**config.mk**
```make
export PLATFORM = sky130hd
export DESIGN_NAME = packet_header_parser_core_flat
export DESIGN_NICKNAME = d
export VERILOG_FILES = /design/src/hdl/phdr_pkg.sv /design/src/hdl/phdr_in_if.sv /design/src/hdl/phdr_out_if.sv /design/src/hdl/phdr_parse.sv /design/src/hdl/phdr_queue.sv /design/src/hdl/packet_header_parser_core.sv /design/src/flat_wrapper.sv
export SDC_FILE = /design/constraint.sdc
export NUM_CORES = 2
export LEC_CHECK = 0
export ABC_AREA = 1
export BUFFER_PORTS_ARGS = -buffer_cell sky130_fd_sc_hd__buf_4
export CORE_ASPECT_RATIO = 0.7
export CORE_MARGIN = 5
export CORE_UTILIZATION = 40
export DETAILED_ROUTE_END_ITERATION = 10
export PLACE_DENSITY_LB_ADDON = 0.25
export SETUP_SLACK_MARGIN = 0.15
export SYNTH_ARGS = -nofsm -noshare
export SYNTH_HDL_FRONTEND = slang
export SYNTH_SLANG_ARGS = --single-unit
```
**constraint.sdc**
```tcl
create_clock -name clk -period 19.6 [get_ports clk]
set_input_delay 1.96 -clock clk [delete_from_list [all_inputs] [get_ports clk]]
set_output_delay 1.96 -clock clk [all_outputs]
set_load 0.1 [all_outputs]
```
**src/hdl/phdr_pkg.sv**
```systemverilog
package phdr_pkg;

  // Header layout and limits
  localparam int HEADER_BYTES = 42;
  localparam int MAX_PAYLOAD  = 1024;
  localparam int COUNT_W      = 11;
  localparam int LEN_W        = 16;

  localparam logic [COUNT_W-1:0] COUNT_MAX     = '1;
  localparam logic [7:0]         PROTO_VERSION = 8'd1;
  localparam logic [7:0]         KIND_LAST     = 8'd5;

  // Magic word 'J','R','B','K' in arrival order
  localparam logic [7:0] MAGIC [4] = '{8'h4A, 8'h52, 8'h42, 8'h4B};

  // Verdict codes, first failing check wins
  typedef enum logic [2:0] {
    ST_OK       = 3'd0,
    ST_SHORT    = 3'd1,
    ST_MAGIC    = 3'd2,
    ST_VERSION  = 3'd3,
    ST_KIND     = 3'd4,
    ST_RESERVED = 3'd5,
    ST_OVERSIZE = 3'd6,
    ST_LENGTH   = 3'd7
  } phdr_status_t;

  // One result item
  typedef struct packed {
    logic               is_verdict;
    logic               last_of_run;
    logic [7:0]         payload_byte;
    phdr_status_t       status;
    logic [2:0]         packet_kind;
    logic [31:0]        sequence_number;
    logic [31:0]        ack_number;
    logic [63:0]        frame_number;
    logic [63:0]        timestamp;
    logic [31:0]        button_mask;
    logic signed [15:0] axis_horizontal;
    logic signed [15:0] axis_vertical;
  } phdr_result_t;

  // Result slots filled by one input byte
  typedef struct packed {
    logic slot0;
    logic slot1;
  } phdr_push_t;

endpackage

```
**src/hdl/phdr_in_if.sv**
```systemverilog
interface phdr_in_if;
  logic       valid;
  logic       ready;
  logic [7:0] data_byte;
  logic       end_of_packet;

  modport source (output valid, output data_byte, output end_of_packet, input ready);
  modport sink   (input valid, input data_byte, input end_of_packet, output ready);
endinterface

```
**src/hdl/phdr_out_if.sv**
```systemverilog
interface phdr_out_if;
  logic               valid;
  logic               ready;
  logic               is_verdict;
  logic               last_of_run;
  logic [7:0]         payload_byte;
  logic [2:0]         status;
  logic [2:0]         packet_kind;
  logic [31:0]        sequence_number;
  logic [31:0]        ack_number;
  logic [63:0]        frame_number;
  logic [63:0]        timestamp;
  logic [31:0]        button_mask;
  logic signed [15:0] axis_horizontal;
  logic signed [15:0] axis_vertical;

  modport source (
    output valid, input ready,
    output is_verdict, output last_of_run, output payload_byte, output status,
    output packet_kind, output sequence_number, output ack_number,
    output frame_number, output timestamp, output button_mask,
    output axis_horizontal, output axis_vertical
  );
  modport sink (
    input valid, output ready,
    input is_verdict, input last_of_run, input payload_byte, input status,
    input packet_kind, input sequence_number, input ack_number,
    input frame_number, input timestamp, input button_mask,
    input axis_horizontal, input axis_vertical
  );
endinterface

```
**src/hdl/phdr_parse.sv**
```systemverilog
module phdr_parse (
  input  logic                  clk,
  input  logic                  rst_n,
  input  logic                  accept,
  input  logic [7:0]            data_byte,
  input  logic                  end_of_packet,
  output phdr_pkg::phdr_push_t  push,
  output phdr_pkg::phdr_result_t res0,
  output phdr_pkg::phdr_result_t res1
);
  import phdr_pkg::*;

  logic [COUNT_W-1:0] byte_index_r, byte_index_nxt;
  logic               magic_r, magic_nxt;
  logic [7:0]         version_r, version_nxt;
  logic [7:0]         kind_r, kind_nxt;
  logic [15:0]        reserved_r, reserved_nxt;
  logic [31:0]        sequence_r, sequence_nxt;
  logic [31:0]        ack_r, ack_nxt;
  logic [63:0]        frame_r, frame_nxt;
  logic [63:0]        timestamp_r, timestamp_nxt;
  logic [31:0]        buttons_r, buttons_nxt;
  logic [31:0]        axes_r, axes_nxt;
  logic [LEN_W-1:0]   length_r, length_nxt;

  logic               counting;
  logic               in_header;
  logic [COUNT_W-1:0] pay_idx;
  logic [LEN_W-1:0]   pay_limit;
  logic               payload_hit;
  phdr_status_t       verdict_st;
  phdr_result_t       pay_res;
  phdr_result_t       ver_res;

  // Capture header bytes and advance the saturating byte counter
  always_comb begin
    byte_index_nxt = byte_index_r;
    magic_nxt      = magic_r;
    version_nxt    = version_r;
    kind_nxt       = kind_r;
    reserved_nxt   = reserved_r;
    sequence_nxt   = sequence_r;
    ack_nxt        = ack_r;
    frame_nxt      = frame_r;
    timestamp_nxt  = timestamp_r;
    buttons_nxt    = buttons_r;
    axes_nxt       = axes_r;
    length_nxt     = length_r;

    counting  = (byte_index_r != COUNT_MAX);
    in_header = (byte_index_r < COUNT_W'(HEADER_BYTES));

    if (counting) begin
      byte_index_nxt = byte_index_r + 1'b1;
      case (byte_index_r) inside
        [11'd0:11'd3]: begin
          if (data_byte != MAGIC[byte_index_r[1:0]]) magic_nxt = 1'b0;
        end
        11'd4:          version_nxt = data_byte;
        11'd5:          kind_nxt = data_byte;
        [11'd6:11'd7]:   reserved_nxt[{byte_index_r[0], 3'b000} +: 8] = data_byte;
        [11'd8:11'd11]:  sequence_nxt[{byte_index_r[1:0], 3'b000} +: 8] = data_byte;
        [11'd12:11'd15]: ack_nxt[{byte_index_r[1:0], 3'b000} +: 8] = data_byte;
        [11'd16:11'd23]: frame_nxt[{byte_index_r[2:0], 3'b000} +: 8] = data_byte;
        [11'd24:11'd31]: timestamp_nxt[{byte_index_r[2:0], 3'b000} +: 8] = data_byte;
        [11'd32:11'd35]: buttons_nxt[{byte_index_r[1:0], 3'b000} +: 8] = data_byte;
        [11'd36:11'd39]: axes_nxt[{byte_index_r[1:0], 3'b000} +: 8] = data_byte;
        [11'd40:11'd41]: length_nxt[{byte_index_r[0], 3'b000} +: 8] = data_byte;
        default: ;
      endcase
    end
  end

  // Forward a byte while its payload index is below the capped length
  always_comb begin
    pay_idx     = byte_index_r - COUNT_W'(HEADER_BYTES);
    pay_limit   = (length_r > LEN_W'(MAX_PAYLOAD)) ? LEN_W'(MAX_PAYLOAD) : length_r;
    payload_hit = counting && !in_header
                  && ({{(LEN_W-COUNT_W){1'b0}}, pay_idx} < pay_limit);
  end

  // Check the header as it stands after this byte
  always_comb begin
    if (byte_index_nxt < COUNT_W'(HEADER_BYTES))        verdict_st = ST_SHORT;
    else if (!magic_nxt)                                verdict_st = ST_MAGIC;
    else if (version_nxt != PROTO_VERSION)              verdict_st = ST_VERSION;
    else if (kind_nxt > KIND_LAST)                      verdict_st = ST_KIND;
    else if (reserved_nxt != '0)                        verdict_st = ST_RESERVED;
    else if (length_nxt > LEN_W'(MAX_PAYLOAD))          verdict_st = ST_OVERSIZE;
    else if ({{(LEN_W+1-COUNT_W){1'b0}}, byte_index_nxt}
             != (17'(HEADER_BYTES) + {1'b0, length_nxt})) verdict_st = ST_LENGTH;
    else                                                verdict_st = ST_OK;
  end

  // Build payload and verdict items
  always_comb begin
    pay_res              = '0;
    pay_res.status       = ST_OK;
    pay_res.payload_byte = data_byte;
    pay_res.last_of_run  = !end_of_packet;

    ver_res             = '0;
    ver_res.is_verdict  = 1'b1;
    ver_res.last_of_run = 1'b1;
    ver_res.status      = verdict_st;
    if (verdict_st == ST_OK) begin
      ver_res.packet_kind     = kind_nxt[2:0];
      ver_res.sequence_number = sequence_nxt;
      ver_res.ack_number      = ack_nxt;
      ver_res.frame_number    = frame_nxt;
      ver_res.timestamp       = timestamp_nxt;
      ver_res.button_mask     = buttons_nxt;
      ver_res.axis_horizontal = axes_nxt[15:0];
      ver_res.axis_vertical   = axes_nxt[31:16];
    end
  end

  // Place results into queue slots in order
  always_comb begin
    push = '0;
    res0 = ver_res;
    res1 = ver_res;
    if (accept) begin
      if (payload_hit) begin
        res0       = pay_res;
        push.slot0 = 1'b1;
        push.slot1 = end_of_packet;
      end else begin
        push.slot0 = end_of_packet;
      end
    end
  end

  // Control state: clear on reset and after the last byte of a packet
  always_ff @(posedge clk) begin
    if (!rst_n) begin
      byte_index_r <= '0;
      magic_r      <= 1'b1;
    end else if (accept) begin
      if (end_of_packet) begin
        byte_index_r <= '0;
        magic_r      <= 1'b1;
      end else begin
        byte_index_r <= byte_index_nxt;
        magic_r      <= magic_nxt;
      end
    end
  end

  // Header fields: every byte is rewritten before a passing verdict reads it
  always_ff @(posedge clk) begin
    if (accept) begin
      version_r   <= version_nxt;
      kind_r      <= kind_nxt;
      reserved_r  <= reserved_nxt;
      sequence_r  <= sequence_nxt;
      ack_r       <= ack_nxt;
      frame_r     <= frame_nxt;
      timestamp_r <= timestamp_nxt;
      buttons_r   <= buttons_nxt;
      axes_r      <= axes_nxt;
      length_r    <= length_nxt;
    end
  end

endmodule

```
**src/hdl/phdr_queue.sv**
```systemverilog
module phdr_queue (
  input  logic                   clk,
  input  logic                   rst_n,
  input  phdr_pkg::phdr_push_t   push,
  input  phdr_pkg::phdr_result_t res0,
  input  phdr_pkg::phdr_result_t res1,
  input  logic                   pop,
  output logic                   room,
  output logic                   head_valid,
  output phdr_pkg::phdr_result_t head
);
  import phdr_pkg::*;

  localparam int DEPTH = 3;

  phdr_result_t q_r [DEPTH];
  phdr_result_t q_nxt [DEPTH];
  phdr_result_t shifted [DEPTH];
  logic [1:0]   cnt_r, cnt_nxt;
  logic [1:0]   base;

  assign head_valid = (cnt_r != 2'd0);
  assign head       = q_r[0];
  // Two free entries guarantee space for the largest burst of one byte
  assign room       = !cnt_r[1];

  // Shift out the head on a transfer, then append the new results
  always_comb begin
    base = cnt_r - {1'b0, pop};
    for (int i = 0; i < DEPTH; i++) begin
      shifted[i] = (pop && i < DEPTH - 1) ? q_r[(i < DEPTH - 1) ? i + 1 : i] : q_r[i];
      if (push.slot0 && base == 2'(i))
        q_nxt[i] = res0;
      else if (push.slot1 && (base + 2'd1) == 2'(i))
        q_nxt[i] = res1;
      else
        q_nxt[i] = shifted[i];
    end
    cnt_nxt = base + {1'b0, push.slot0} + {1'b0, push.slot1};
  end

  always_ff @(posedge clk) begin
    if (!rst_n) begin
      cnt_r <= '0;
    end else begin
      cnt_r <= cnt_nxt;
    end
  end

  always_ff @(posedge clk) begin
    for (int i = 0; i < DEPTH; i++) begin
      q_r[i] <= q_nxt[i];
    end
  end

endmodule

```
**src/hdl/packet_header_parser_core.sv**
```systemverilog
// Byte-serial packet header parser. One packet byte is taken per cycle on in_chan while the
// output queue has room, the last one flagged by end_of_packet. The first 42 bytes form a
// little-endian header that is captured in place; later bytes are forwarded on out_chan as
// payload items while their payload index is below the declared length capped at 1024. The
// last byte also yields a verdict item with a status (short, magic, version, kind, reserved,
// oversize, length mismatch, first failure wins) and, when it passes, the header fields; it
// comes right after that byte's payload item, if any. Results are registered in the output
// queue before they reach out_chan. A last byte that also carries payload gives two results
// and holds in_chan.ready low while the three-entry output queue drains. The byte counter
// saturates at 2047; bytes beyond it are dropped.
module packet_header_parser_core (
  input  logic       clk,
  input  logic       rst_n,
  phdr_in_if.sink    in_chan,
  phdr_out_if.source out_chan
);
  import phdr_pkg::*;

  logic         accept;
  logic         room;
  logic         head_valid;
  logic         pop;
  phdr_push_t   push;
  phdr_result_t res0;
  phdr_result_t res1;
  phdr_result_t head;

  assign in_chan.ready = room;
  assign accept        = in_chan.valid && room;
  assign pop           = head_valid && out_chan.ready;

  // Header capture and result generation
  phdr_parse u_parse (
    .clk           (clk),
    .rst_n         (rst_n),
    .accept        (accept),
    .data_byte     (in_chan.data_byte),
    .end_of_packet (in_chan.end_of_packet),
    .push          (push),
    .res0          (res0),
    .res1          (res1)
  );

  // Output queue decouples result transfers from byte intake
  phdr_queue u_queue (
    .clk        (clk),
    .rst_n      (rst_n),
    .push       (push),
    .res0       (res0),
    .res1       (res1),
    .pop        (pop),
    .room       (room),
    .head_valid (head_valid),
    .head       (head)
  );

  // Drive the result channel from the queue head
  assign out_chan.valid           = head_valid;
  assign out_chan.is_verdict      = head.is_verdict;
  assign out_chan.last_of_run     = head.last_of_run;
  assign out_chan.payload_byte    = head.payload_byte;
  assign out_chan.status          = head.status;
  assign out_chan.packet_kind     = head.packet_kind;
  assign out_chan.sequence_number = head.sequence_number;
  assign out_chan.ack_number      = head.ack_number;
  assign out_chan.frame_number    = head.frame_number;
  assign out_chan.timestamp       = head.timestamp;
  assign out_chan.button_mask     = head.button_mask;
  assign out_chan.axis_horizontal = head.axis_horizontal;
  assign out_chan.axis_vertical   = head.axis_vertical;

endmodule

```
**src/flat_wrapper.sv**
```systemverilog
// flat-port wrapper written by rule: the top's interface ports become plain ports
module packet_header_parser_core_flat import phdr_pkg::*;
  (clk, rst_n, in_chan_valid, in_chan_data_byte, in_chan_end_of_packet, in_chan_ready, out_chan_valid, out_chan_ready, out_chan_is_verdict, out_chan_last_of_run, out_chan_payload_byte, out_chan_status, out_chan_packet_kind, out_chan_sequence_number, out_chan_ack_number, out_chan_frame_number, out_chan_timestamp, out_chan_button_mask, out_chan_axis_horizontal, out_chan_axis_vertical);
  phdr_in_if in_chan_i ();
  phdr_out_if out_chan_i ();
  input  logic clk;
  input  logic rst_n;
  input wire logic [$bits(in_chan_i.valid)-1:0] in_chan_valid;
  input wire logic [$bits(in_chan_i.data_byte)-1:0] in_chan_data_byte;
  input wire logic [$bits(in_chan_i.end_of_packet)-1:0] in_chan_end_of_packet;
  output wire logic [$bits(in_chan_i.ready)-1:0] in_chan_ready;
  output wire logic [$bits(out_chan_i.valid)-1:0] out_chan_valid;
  input wire logic [$bits(out_chan_i.ready)-1:0] out_chan_ready;
  output wire logic [$bits(out_chan_i.is_verdict)-1:0] out_chan_is_verdict;
  output wire logic [$bits(out_chan_i.last_of_run)-1:0] out_chan_last_of_run;
  output wire logic [$bits(out_chan_i.payload_byte)-1:0] out_chan_payload_byte;
  output wire logic [$bits(out_chan_i.status)-1:0] out_chan_status;
  output wire logic [$bits(out_chan_i.packet_kind)-1:0] out_chan_packet_kind;
  output wire logic [$bits(out_chan_i.sequence_number)-1:0] out_chan_sequence_number;
  output wire logic [$bits(out_chan_i.ack_number)-1:0] out_chan_ack_number;
  output wire logic [$bits(out_chan_i.frame_number)-1:0] out_chan_frame_number;
  output wire logic [$bits(out_chan_i.timestamp)-1:0] out_chan_timestamp;
  output wire logic [$bits(out_chan_i.button_mask)-1:0] out_chan_button_mask;
  output wire logic [$bits(out_chan_i.axis_horizontal)-1:0] out_chan_axis_horizontal;
  output wire logic [$bits(out_chan_i.axis_vertical)-1:0] out_chan_axis_vertical;
  assign in_chan_i.valid = in_chan_valid;
  assign in_chan_i.data_byte = in_chan_data_byte;
  assign in_chan_i.end_of_packet = in_chan_end_of_packet;
  assign in_chan_ready = in_chan_i.ready;
  assign out_chan_valid = out_chan_i.valid;
  assign out_chan_i.ready = out_chan_ready;
  assign out_chan_is_verdict = out_chan_i.is_verdict;
  assign out_chan_last_of_run = out_chan_i.last_of_run;
  assign out_chan_payload_byte = out_chan_i.payload_byte;
  assign out_chan_status = out_chan_i.status;
  assign out_chan_packet_kind = out_chan_i.packet_kind;
  assign out_chan_sequence_number = out_chan_i.sequence_number;
  assign out_chan_ack_number = out_chan_i.ack_number;
  assign out_chan_frame_number = out_chan_i.frame_number;
  assign out_chan_timestamp = out_chan_i.timestamp;
  assign out_chan_button_mask = out_chan_i.button_mask;
  assign out_chan_axis_horizontal = out_chan_i.axis_horizontal;
  assign out_chan_axis_vertical = out_chan_i.axis_vertical;
  packet_header_parser_core u_core (.clk(clk), .rst_n(rst_n), .in_chan(in_chan_i), .out_chan(out_chan_i));
endmodule
```
==> flow_metrics.tcl <==
set metrics [dict create \
    cts_root_buffer "clkbuf_16" \
    floorplan.initialDensity 0.4018 \
    powerDensity_mw_per_mm2 152.3 \
    core_area_mm2 0.1451 \
    skew_ns 0.07348 \
    post-route-drc-count 0 \
    ctsHoldBuffers 0 \
    synth_top_cell_by_area "edfxtp_1" \
    row_count 117 \
    firstDrtPassIters 8 \
    post_cts_buffers 0 \
    clock_latency_ns 0.77 \
    yosysMostFrequentCell "nand2_1" \
    synthFlopType "edfxtp_1" \
    path_clk_slew_ns 0.06 \
    io_pins 287 \
    clock-sinks 1134 \
    maxSlewHeadroom 0.1492 \
    criticalPathCategory "reg -> reg" \
    ant_nets 0 \
    cp-startpoint "u_core.u_parse.byte_index_r[1]" \
    grt_antenna_before_repair 13 \
    drive_above_1_share 0.1142 \
    grt.overflow.total 0 \
    grt_usage 0.2292 \
    finalCritPeriodShare 0.3828 \
    cts_resized 0 \
    io_buffer_count 286 \
    grt_max_degree 212 \
    fmax_mhz 133.3 \
    hp-class "reg -> reg" \
    chipHeight_um 329.4 \
    vias 44100 \
    clk_path_buf_depth 3 \
    drv_cap 0 \
    synthCells 6341 \
    ys_seq_elements 1134 \
    synth_warnings 0 \
    syn_area_mm2 0.05830 \
    whs_ns 0.5313 \
    hold_viol 0 \
    slowest_delay_ns 0.87 \
    synth.distinct_cells 53 \
    hpwl_um 112100 \
    status "complete, no violations" \
    cts_made_buffers 115 \
    synth_edf_count 1120 \
    area_growth_pct 8.821 \
    p_leak_nw 24.25 \
    viasPerCell 5.364 \
    arrival_ns 8.08 \
    fp.dieW_um 466.3 \
    tightest_slew_ns 1.276 \
    yosysSeqAreaShare 0.5817 \
    cpMaxStageDelayCell "nand3_4" \
    first_iter_violations 5447 \
    worst_r2r_path_depth 31 \
    setup_viol 0 \
    syn-num-nets 6377 \
    syn_avg_cell_area_um2 9.193 \
    synth_top_area_frac 0.5769 \
    cts_tree "done" \
    r2r_start "u_core.u_parse.byte_index_r[1]" \
    vdd_drop_max_uv 125.0 \
    synth_area_leaders "edfxtp_1 58%, nand2_1 12%, nor2_1 4.2%" \
    rsz0062_at_grt "no" \
    grt_pass1_wl_um 268200 \
    crit_fanout 135 \
    min_from "u_core.u_queue.q_r[0][638]" \
    setup.worst_path.end_class "flip-flop" \
    cp_common_cell "nand2_1" \
    post-route-min-period_ns 7.503 \
    holdPathStages 2 \
    routed_wl_um 182500 \
    grt_pass1_vias 39970 \
    synth_common_cells "1,840 x nand2_1, 1,120 x edfxtp_1, 651 x nor2_1" \
    finalWeightedCongestion 0.9218 \
    routedWlPerCell_um 22.19 \
    cp.required_ns 20.18 \
    final_nets 6204 \
    async_flop_share 0 \
    die_area_mm2 0.1536 \
    htreeDepth 3 \
    maxSlewViolCount 0 \
    setup_tns_ns 0 \
    cp-start-kind "flip-flop" \
]
## power breakdown
| part | leakage (nW) | switching [mW] | internal (mW) |
|---|---|---|---|
| clock network | 1.68 | 0.983 | 1.13 |
| logic | 11.9 | 3.07 | 0.624 |
| registers | 10.6 | 0.242 | 3.61 |
## final cells by class
class	instances	area, um2
Timing Repair Buffer	355	2703
Inverter	491	1873
Tap cell	1963	2456
Antenna cell	4	10.01
Clock buffer	142	2979
Fill cell	13890	81630
Clock inverter	61	516.7
Sequential cell	1134	33910
Multi-Input combinational cell	4071	18990
## registers in the layout, indices dropped and copies added (netlist names)
signal and count:
u_core.u_queue.q_r 816, u_core.u_parse.kind_r 8, u_core.u_parse.reserved_r 16, u_core.u_parse.byte_index_r 11
u_core.u_parse.axes_r 32, u_core.u_parse.frame_r 64, u_core.u_parse.sequence_r 32, u_core.u_parse.timestamp_r 64
u_core.u_queue.cnt_r 2, u_core.u_parse.ack_r 32, u_core.u_parse.magic_r 1, u_core.u_parse.version_r 8
u_core.u_parse.length_r 16, u_core.u_parse.buttons_r 32
## placed cells by master, fill, tap and decap left out, types with 13 or more instances in the layout
master,count
nor2_4,119
ha_1,22
o21ai_0,267
nand2_1,1835
a21oi_1,34
mux2i_1,26
inv_1,463
nand4_1,186
nor3_1,177
buf_4,352
nand3_1,460
or2_2,34
inv_2,16
nor2_1,641
clkbuf_1,27
clkinv_1,36
dfxtp_1,14
o21a_1,33
o21ai_1,150
edfxtp_1,1120
xor2_1,13
clkbuf_16,115
## worst max-delay path, delay by kind of cell (launching register included)
family / cells / cell delay [ns]
AND/OR/NAND/NOR: 21 / 3.95
buffers and inverters: 6 / 1.58
flip-flops: 1 / 0.58
adder cells (fa/ha/maj): 2 / 0.55
AO/OA/AOI/OAI: 2 / 0.43
## routing by layer
layer	GRT usage	share of wire	vias up
met5	0	0.00019	-
met4	0.05396	0.023	6
met3	0.05625	0.10	239
met2	0.3206	0.41	2164
met1	0.3548	0.46	21150
li1	-	-	20530
## cell families (layout without fill, tap and decap cells)
family | count (synthesis) | after routing | synth area share
xor gates and xnor gates | 15 | 15 | 0.002254
muxes | 26 | 26 | 0.004464
other | 0 | 4 | 0
and+or+nand+nor | 3494 | 3494 | 0.2647
adders and majority gates | 23 | 23 | 0.005065
DFF | 1134 | 1134 | 0.5817
buffers and inverters | 1136 | 1049 | 0.09487
AOI/OAI and AO/OA | 513 | 513 | 0.04694
## metrics by stage
| stage | area (um2) | total power [mW] | util | std cells | worst slack [ns] |
|---|---|---|---|---|---|
| detailed placement | 59920 | 7.605 | 0.4130 | 8012 | 11.37 |
| CTS | 63410 | 9.728 | 0.4371 | 8215 | 12.16 |
| finish | 63440 | 9.664 | 0.4373 | 8221 | 12.10 |
| floorplan | 58300 | 7.025 | - | 6341 | 2.980 |
| global route | 63430 | 10.05 | 0.4373 | 8219 | 11.60 |
| global placement | 59920 | 7.590 | 0.4130 | 8012 | 11.50 |
## path summary, 6_finish.rpt
path | slack [ns] | end
worst max-delay path | 12.10 | u_core.u_queue.q_r[0][240]
worst min-delay path | 0.53 | u_core.u_queue.q_r[0][366]
worst max register to register | 12.10 | u_core.u_queue.q_r[0][240]
worst min register to register | 0.53 | u_core.u_queue.q_r[0][366]
(Power assumes the default switching activity.)
